===== src/design/route_best_path_select_defines.svh =====
// assertion macros for the best path select block
// used by the top level only; expects clk and rst in scope
`ifndef ROUTE_BEST_PATH_SELECT_DEFINES_SVH
`define ROUTE_BEST_PATH_SELECT_DEFINES_SVH

// same-cycle implication, off during reset
`define RBPS_ASSERT_NOW(label, cond, conseq, msg) \
  label: assert property (@(posedge clk) disable iff (rst) (cond) |-> (conseq)) \
    else $error(msg);

// next-cycle implication, off during reset
`define RBPS_ASSERT_NEXT(label, cond, conseq, msg) \
  label: assert property (@(posedge clk) disable iff (rst) (cond) |=> (conseq)) \
    else $error(msg);

`endif


===== src/design/rbps_pkg.sv =====
// shared types and constants for the best path select block
// no dependencies
package rbps_pkg;

  localparam int PREFIX_BLOCKS = 1024;
  localparam int MAX_PATH      = 64;

  localparam int PREFIX_W = 10;
  localparam int ASN_W    = 32;
  localparam int REL_W    = 2;
  localparam int LEN_W    = 7;
  localparam int CFG_W    = 32;
  localparam int ADDR_W   = (PREFIX_BLOCKS > 1) ? $clog2(PREFIX_BLOCKS) : 1;
  localparam int RUN_W    = $clog2(MAX_PATH + 1);
  localparam int NLEN_W   = RUN_W + 1;

  localparam logic [1:0] VERDICT_KEPT = 2'd0;
  localparam logic [1:0] VERDICT_NEW  = 2'd1;
  localparam logic [1:0] VERDICT_LOOP = 2'd2;

  localparam logic REG_OWN_ASN    = 1'b0;
  localparam logic REG_SENDER_REL = 1'b1;

  typedef struct packed {
    logic              valid;
    logic [REL_W-1:0]  rel;
    logic [LEN_W-1:0]  len;
    logic [ASN_W-1:0]  nb;
  } entry_t;

  typedef struct packed {
    logic clear_wr;
    logic accept;
    logic commit;
  } ctrl_cmd_t;

  typedef struct packed {
    logic clear_done;
    logic last_hit;
    logic out_free;
  } ctrl_status_t;

endpackage


===== src/design/rbps_ctrl.sv =====
// controller: table clear, path streaming and per-announcement decision
// depends on rbps_pkg
module rbps_ctrl (
  input  logic                  clk,
  input  logic                  rst,
  input  logic                  in_valid,
  output logic                  in_ready,
  input  rbps_pkg::ctrl_status_t status,
  output rbps_pkg::ctrl_cmd_t    cmd
);

  localparam logic [1:0] ST_CLEAR  = 2'd0;
  localparam logic [1:0] ST_RUN    = 2'd1;
  localparam logic [1:0] ST_DECIDE = 2'd2;

  logic [1:0] state;
  logic [1:0] state_next;

  always_comb begin
    state_next   = state;
    in_ready     = 1'b0;
    cmd.clear_wr = 1'b0;
    cmd.accept   = 1'b0;
    cmd.commit   = 1'b0;
    case (state)
      ST_CLEAR: begin
        cmd.clear_wr = 1'b1;
        if (status.clear_done) begin
          state_next = ST_RUN;
        end
      end
      ST_RUN: begin
        in_ready   = 1'b1;
        cmd.accept = in_valid;
        if (in_valid && status.last_hit) begin
          state_next = ST_DECIDE;
        end
      end
      ST_DECIDE: begin
        // wait here while the previous result is still held
        if (status.out_free) begin
          cmd.commit = 1'b1;
          state_next = ST_RUN;
        end
      end
      default: begin
        state_next = ST_CLEAR;
      end
    endcase
  end

  always_ff @(posedge clk) begin
    if (rst) begin
      state <= ST_CLEAR;
    end else begin
      state <= state_next;
    end
  end

endmodule


===== config.mk =====
export PLATFORM = sky130hd
export DESIGN_NAME = rbps_ctrl
export DESIGN_NICKNAME = d
export VERILOG_FILES = /design/src/design/route_best_path_select_defines.svh /design/src/design/rbps_pkg.sv /design/src/design/rbps_ctrl.sv
export SDC_FILE = /design/constraint.sdc
export NUM_CORES = 1
export LEC_CHECK = 0
export ABC_AREA = 1
export BUFFER_PORTS_ARGS = -buffer_cell sky130_fd_sc_hd__buf_4
export CORE_AREA = 2 2 39 41
export CTS_CLUSTER_SIZE = 30
export DETAILED_ROUTE_END_ITERATION = 7
export DIE_AREA = 0 0 41 43
export PLACE_DENSITY_LB_ADDON = 0.05
export SLEW_MARGIN = 20
export SYNTH_ARGS = -nofsm -noshare
export SYNTH_HDL_FRONTEND = slang
export SYNTH_SLANG_ARGS = --single-unit

===== constraint.sdc =====
create_clock -name clk -period 1.15 [get_ports clk]
set_clock_uncertainty 0.15 [all_clocks]
set_input_delay 0.115 -clock clk [delete_from_list [all_inputs] [get_ports clk]]
set_output_delay 0.115 -clock clk [all_outputs]
set_load 0.03 [all_outputs]

-- Word-level counts from Yosys, hierarchy flattened
Cells that the tools add are included.
- bits in registers: 2
- latch bits: 0
- memory bits (writable): 0
- bits in read-only memories: 0
- input bits: 6
- output and inout bits: 4
- word-level logic and storage cells: 18
- memories kept: 0
- add/sub/neg operators: 0
- multiply operators: 0
- divide/modulo/power cells: 0
- order comparisons: 0
- equal/unequal tests: 5
- shift operators: 0
- multiplexer cells: 9
- bitwise operators: 0
- reduce and logical (&&, ||, !) cells: 3
- operators with widths (cell ; count):
    $mux W2 ; 3
    $ne A2 B2 Y1 const B ; 3
    $pmux W2 S3 ; 1
    $mux W1 ; 5
    $reduce_and A3 Y1 ; 1
    $eq A2 B1 Y1 const B ; 1
    $eq A2 B2 Y1 const B ; 1
    $logic_not A2 Y1 ; 1
    $logic_and A1 B1 Y1 ; 1

-- Logic depth before layout (Yosys ltp)
Gate-level depths: netlist (run 1).
- word-level depth: 3
- gate-level depth with buffers: 5
- gate-level depth less buffers: 5

-- Worst setup path after synthesis (run 1)
OpenSTA, ideal clock, no wires.
- kind: register to output
- start point: register state[1]
- end point: output port cmd[0] (netlist bit)
- arrival: 1.169 ns
- required time: 0.885 ns
- path slack: -0.284 ns
- cell stages (with the launch flop): 3
- path buffers: 0
- cells stage by stage: dfxtp_1 > inv_1 > nor3_1
- RTL lines (item ; line ; RTL):
    start, declared ; rbps_ctrl.sv:16 ; logic [1:0] state;
    start signal, assigned ; rbps_ctrl.sv:56 ; state <= state_next;
    end, declared ; rbps_ctrl.sv:9 ; output rbps_pkg::ctrl_cmd_t cmd

==> results of run 1 <==
power by group through the flow:
stage               Clock, mW  Combinational (mW)  Sequential [mW]
finish                  0.149               0.112           0.0861
global route            0.163               0.123           0.0874
CTS                     0.159               0.115           0.0863
detailed placement          0              0.0874           0.0845
global placement            0              0.0878           0.0844
floorplan                   0              0.0501           0.0835
cell usage in the layout, fill, tap and decap left out, types with 2 or more instances in the layout:
master    synthesis  final
inv_1             4      3
nand3_1           2      2
clkbuf_4          0      3
buf_6             0      5
nand2_1           4      4
nor2_4            1      2
buf_4             0      7
cells by family after synthesis:
logic type / share of synthesized area, %
simple gates: 47.7
buf+inv: 13.5
flops: 28.8
compound gates: 9.91
timing repair:
action                                 CTS  global route
hold buffers                             1             0
setup endpoints to repair                4             4
pin swaps                                3             1
endpoints found under the hold margin    2             0
gates cloned                             0             0
setup buffers                            2             0
resized for setup                       13             0
metal layers:
metal,share of wire [%],track usage [%]
met3,11,1.57
met2,48,6.88
met1,41,6.73
met5,0,0
met4,0,6.00
area by class of cell:
| cell class | count | area (um^2) |
|---|---|---|
| multi-input combinational | 14 | 103 |
| timing repair buffer | 13 | 119 |
| inverter | 5 | 21.3 |
| tap | 16 | 20.0 |
| sequential | 2 | 45.0 |
| clock buffer | 3 | 22.5 |
| fill | 169 | 1050 |
final timing paths:
| check | startpoint | to | slack (ns) | cells past startpoint |
|---|---|---|---|---|
| worst max-delay path | state[1]$_SDFFE_PP0P_ | cmd[1] | -0.04 | 3 |
| worst min-delay path | status[1] | state[1]$_SDFFE_PP0P_ | 0.01 | 3 |
| worst max register to register | state[1]$_SDFFE_PP0P_ | state[1]$_SDFFE_PP0P_ | 0.09 | 5 |
| worst min register to register | state[1]$_SDFFE_PP0P_ | state[1]$_SDFFE_PP0P_ | 0.42 | 2 |
stage by stage:
stage | std cells | power, mW
floorplan | 21 | 0.134
global placement | 47 | 0.172
detailed placement | 47 | 0.172
CTS | 53 | 0.361
global route | 53 | 0.373
finish | 53 | 0.347
critical path, stage by stage (launching register included):
cell	delay (ns)
dfxtp_2	0.36
inv_4	0.06
and3_4	0.16
buf_6	0.13
==> results.md, run 1 <==
* Outcome: complete, but fails checks
* Failing checks: negative setup slack
* Chip width at 41 um
* Top cells by count, synth: 4 x inv_1, 4 x nand2_1, 2 x dfxtp_1, 2 x nand3_1, 2 x nor2_1
* Top reg by flops: state
* Post-synth EDFFs at 0
* Seq pwr share at 24.8%
* Crit start category: flop
* Dominant cells by area after synthesis: dfxtp_1 29%, inv_1 11%, nand2_1 11%
* Final HPWL DP at 327 um
* RSZ-0062 raised after global routing: yes
* Critical path fanouts, max at 4
* Clock root buffer: clkbuf_4
* Initial drt markers at 0
* Buffers on Ports at 9
* Area Overhead vs Synth at 138%
* Number of diodes at 0
* Async SR Flop Fraction at 0%
* Share of total power in the clock network at 42.9%
* Crit path time final at 1.19 ns
* Hold Fails Final Rpt at 0
* Sw power at 0.0983 mW
* Crit end category: output pin
* Netlist cell types at 12
* Initial antenna violation count at 0
* Die ar. at 1760 um^2
* Placer Congestion at 0.592
* Peak VDD IR at 282 uV
* CTS Buf Count at 3
* Total GRT Usage at 5.52%
* Synth area leader: dfxtp_1
* Num rows at 14
* DR pass1 iterations at 1
* Clock transition at path regs at 0.03 ns
* Setup CP Type: reg2out
* Least-Margin Pin Slew at 0.133 ns
* H-tree depth at 1
* Register area share after synthesis at 28.8%
* Pre-CTS setup slack at 0.0340 ns
* Routed len/inst at 7.17 um
* Setup WS post-layout at -0.0379 ns
* ANT nets after route at 0
* Synth Warn # at 0
* Tcrit/Tclk final at 103%
* Worst path required time at 0.88 ns
* Initial Util at 10.0%
* Maxcap violations at 0
* Total grt overflow at 0
* Layout cells sized above 1 at 67.6%
* Util after Layout at 23.9%
* DP Area at 245 um^2
* Post-Route WL at 380 um
* Final Cell Area at 330 um^2
* Core Region at 1380 um^2
* Main flop type after synthesis: dfxtp_1
* Worst-skew pair later-pin latency at 0.22 ns
* DIE HEIGHT at 43 um
* Synthesized flop and latch total at 2
* Largest net degree at the start of global routing at 7
* Vias in the first global route at 180
* First-pass GRT wire length at 627 um
* Switching Share at 28.4%
* DR vias/cell at 3.55
* Synth top area share at 28.8%
* Synthesized area at 139 um^2
* Setup_tns at -0.114 ns
* Gate Count Post-Synth at 21
* Internal Power at 0.248 mW
* Nets@finish at 45
* WHS at 0.0134 ns
* Clk sinks at 2
* Rel. slew slack at 91.1%
* Pins Over Slew Limit at 0
* Pleak at 0.154 nW
* CTS tree: built
* Gate power share at 32.3%
* Biggest regs: state x2
* Power Density at 1050 nW/um^2
* HP Class: in2reg
* Io pins at 10
* Data arrival, critical path at 0.92 ns
* Number of flip-flops in the largest register at 2
* # setup viols final at 4
* Clock Tree Buf Depth at 2
* Synth Net Count at 27
* Avg Inst Size Synth at 6.61 um^2
* Post-route DRC at 0
* Via count at 188
* Fmax at 0.842 GHz
(Power assumes the default switching activity.)
==> inputs of run 2 (changes only) <==
--- a/config.mk
+++ b/config.mk
@@ -11,8 +11,7 @@
 export CTS_CLUSTER_SIZE = 30
 export DETAILED_ROUTE_END_ITERATION = 7
 export DIE_AREA = 0 0 41 43
-export PLACE_DENSITY_LB_ADDON = 0.05
-export SLEW_MARGIN = 20
+export SLEW_MARGIN = 15
 export SYNTH_ARGS = -nofsm -noshare
 export SYNTH_HDL_FRONTEND = slang
 export SYNTH_SLANG_ARGS = --single-unit
==> run 2 against run 1 <==
The flow still finishes with violations (negative setup slack). Clock power rose by 3%. Core utilization fell by 0.54 points. Design area fell by 2.3%. Combinational power barely moved. First-iteration DRC count rose by 7. Die area did not move. Flip-flop and latch count did not move. Via count fell by 2.1%. Count of clock-buffer cells in the layout did not move. Setup slack improved by 0.0050 ns. Critical path type unchanged.
==> results.md, run 2 (same netlist as run 1, synthesis figures left out) <==
* Pleak at 0.148 nW (was 0.154 nW)
* Setup WS post-layout at -0.0329 ns (was -0.0379 ns)
* Vias in the first global route at 170 (was 180)
* CP cell instances: inv_2 > nor2_4 > buf_6 (was inv_4 > and3_4 > buf_6)
* HP Class: in2reg (unchanged)
* Commonest cells after routing, fill and taps aside: 6 x buf_4, 5 x buf_6, 4 x nand2_1, 3 x inv_1, 3 x clkbuf_4 (was 7 x buf_4, 5 x buf_6, 4 x nand2_1, 3 x inv_1, 3 x clkbuf_4)
* Worst path max stage delay at 0.38 ns (was 0.36 ns)
* Clk sinks at 2 (unchanged)
* Nets@finish at 44 (was 45)
* Least-Margin Pin Slew at 0.134 ns (was 0.133 ns)
* Clock transition at path regs at 0.03 ns (about the same)
* First-pass GRT wire length at 565 um (was 627 um)
* Power Density at 1080 nW/um^2 (was 1050 nW/um^2)
* Routed len/inst at 7.19 um (was 7.17 um)
* Io pins at 10 (unchanged)
* Clock Tree Buf Depth at 2 (unchanged)
* WHS at 0.00976 ns (was 0.0134 ns)
* DR vias/cell at 3.54 (was 3.55)
* Die ar. at 1760 um^2 (unchanged)
* Number of diodes at 0 (unchanged)
* Core Region at 1380 um^2 (unchanged)
* Largest delay contributor family on the critical path: flip-flops (unchanged)
* Rel. slew slack at 91.0% (was 91.1%)
* Pins Over Slew Limit at 0 (unchanged)
* Total GRT Usage at 5.61% (was 5.52%)
* Biggest regs: state x2 (unchanged)
* Hold Fails Final Rpt at 0 (unchanged)
* CP bufs+invs at 2 (unchanged)
* Total grt overflow at 0 (unchanged)
* CTS Buf Count at 3 (unchanged)
* DIE HEIGHT at 43 um (unchanged)
* Crit start category: flop (unchanged)
* Worst path required time at 0.88 ns (about the same)
* Top reg by flops: state (unchanged)
* Via count at 184 (was 188)
* Setup CP Type: reg2out (unchanged)
* Number of flip-flops in the largest register at 2 (unchanged)
* Hold path start: status[1] (unchanged)
* Placer Congestion at 0.664 (was 0.592)
* Num rows at 14 (unchanged)
* RSZ-0062 raised after global routing: yes (unchanged)
* CTS tree: built (unchanged)
* Layout cells sized above 1 at 66.7% (was 67.6%)
* Crit path time final at 1.18 ns (was 1.19 ns)
* Initial drt markers at 7 (was 0)
* H-tree depth at 1 (unchanged)
* Crit. Startpoint: state[0]$_SDFFE_PP0P_ (was state[1]$_SDFFE_PP0P_)
* Chip width at 41 um (unchanged)
* Largest net degree at the start of global routing at 6 (was 7)
* Setup_tns at -0.117 ns (was -0.114 ns)
* Fmax at 0.845 GHz (was 0.842 GHz)
* Outcome: complete, but fails checks (unchanged)
* Peak VDD IR at 224 uV (was 282 uV)
* # setup viols final at 4 (unchanged)
* Final HPWL DP at 280 um (was 327 um)
* Area Overhead vs Synth at 132% (was 138%)
* Fillers at 163 (was 169)
* Clock root buffer: clkbuf_4 (unchanged)
* Worst-skew pair later-pin latency at 0.22 ns (about the same)
* ANT nets after route at 0 (unchanged)
* Initial Util at 10.0% (unchanged)
* Critical path fanouts, max at 5 (was 4)
* Data arrival, critical path at 0.92 ns (about the same)
* Maxcap violations at 0 (unchanged)
* Crit end category: output pin (unchanged)
* Post-route DRC at 0 (unchanged)
* Reg-to-Reg Start: state[1]$_SDFFE_PP0P_ (unchanged)
* Post-Route WL at 374 um (was 380 um)
* Highest-delay cell along the critical path: dfxtp_4 (was dfxtp_2)
* Initial antenna violation count at 0 (unchanged)
* Tcrit/Tclk final at 103% (about the same)
* Leading cell type in the layout, fill and taps excluded: buf_4 (unchanged)
* DR pass1 iterations at 3 (was 1)
* Buffers on Ports at 9 (unchanged)
* Failing checks: negative setup slack (unchanged)
run 2: cell types whose count changed in the layout (fill, tap and decap cells not counted), sizes merged:
cell and change:
buf -1
run 2: per-layer routing:
layer	global-route usage, %	wire (um)	up-vias
met3	4.71	38	0
met5	0	0	-
met2	5.94	198	6
li1	-	-	97
met1	6.05	137	81
met4	6.00	0	0
run 2: final cells by class:
type	instances	area [um^2]	share of cell area (%)
well taps	16	20.0	6.20
repair buffers	12	111	34.5
inverters	5	21.3	6.59
multi-input cells	14	103	31.8
clock buffers	3	22.5	6.98
flip-flops and latches	2	45.0	14.0
run 2: worst paths after layout:
| path | end | slack [ns] | cells after the start |
|---|---|---|---|
| max | in_ready | -0.03 | 3 |
| min | state[1]$_SDFFE_PP0P_ | 0.01 | 3 |
| max reg2reg | state[0]$_SDFFE_PP0P_ | 0.11 | 4 |
| min reg2reg | state[0]$_SDFFE_PP0P_ | 0.45 | 4 |
run 2: worst min-delay path: stages:
cell	delay (ns)
buf_4	0.12
nand3_2	0.07
a21oi_2	0.04
run 2: power breakdown:
group / internal (mW) / leakage, nW / switching (mW)
sequential: 0.0753 / 0.0175 / 0.00962
clock: 0.115 / 0.0138 / 0.0385
combinational: 0.0558 / 0.117 / 0.0538
total: 0.246 / 0.148 / 0.102
run 2: through the flow:
stage          instance area (um^2)  setup slack, ns  std cells  total power [mW]  util, %
2_1_floorplan                   150           0.0200         21             0.134        -
3_3_place_gp                    245           0.0565         47             0.170     17.7
3_5_place_dp                    245           0.0579         47             0.170     17.7
4_1_cts                         323          -0.0437         52             0.360     23.3
5_1_grt                         323          -0.0758         52             0.370     23.3
6_report                        323          -0.0329         52             0.348     23.3
run 2: repair_timing:
item	4_1_cts	5_1_grt
cloned	0	0
pin swaps	2	0
endpoints found under the hold margin	2	0
setup buffers	1	0
endpoints found under the setup margin	4	4
resized for setup	13	0
hold buffers	1	0
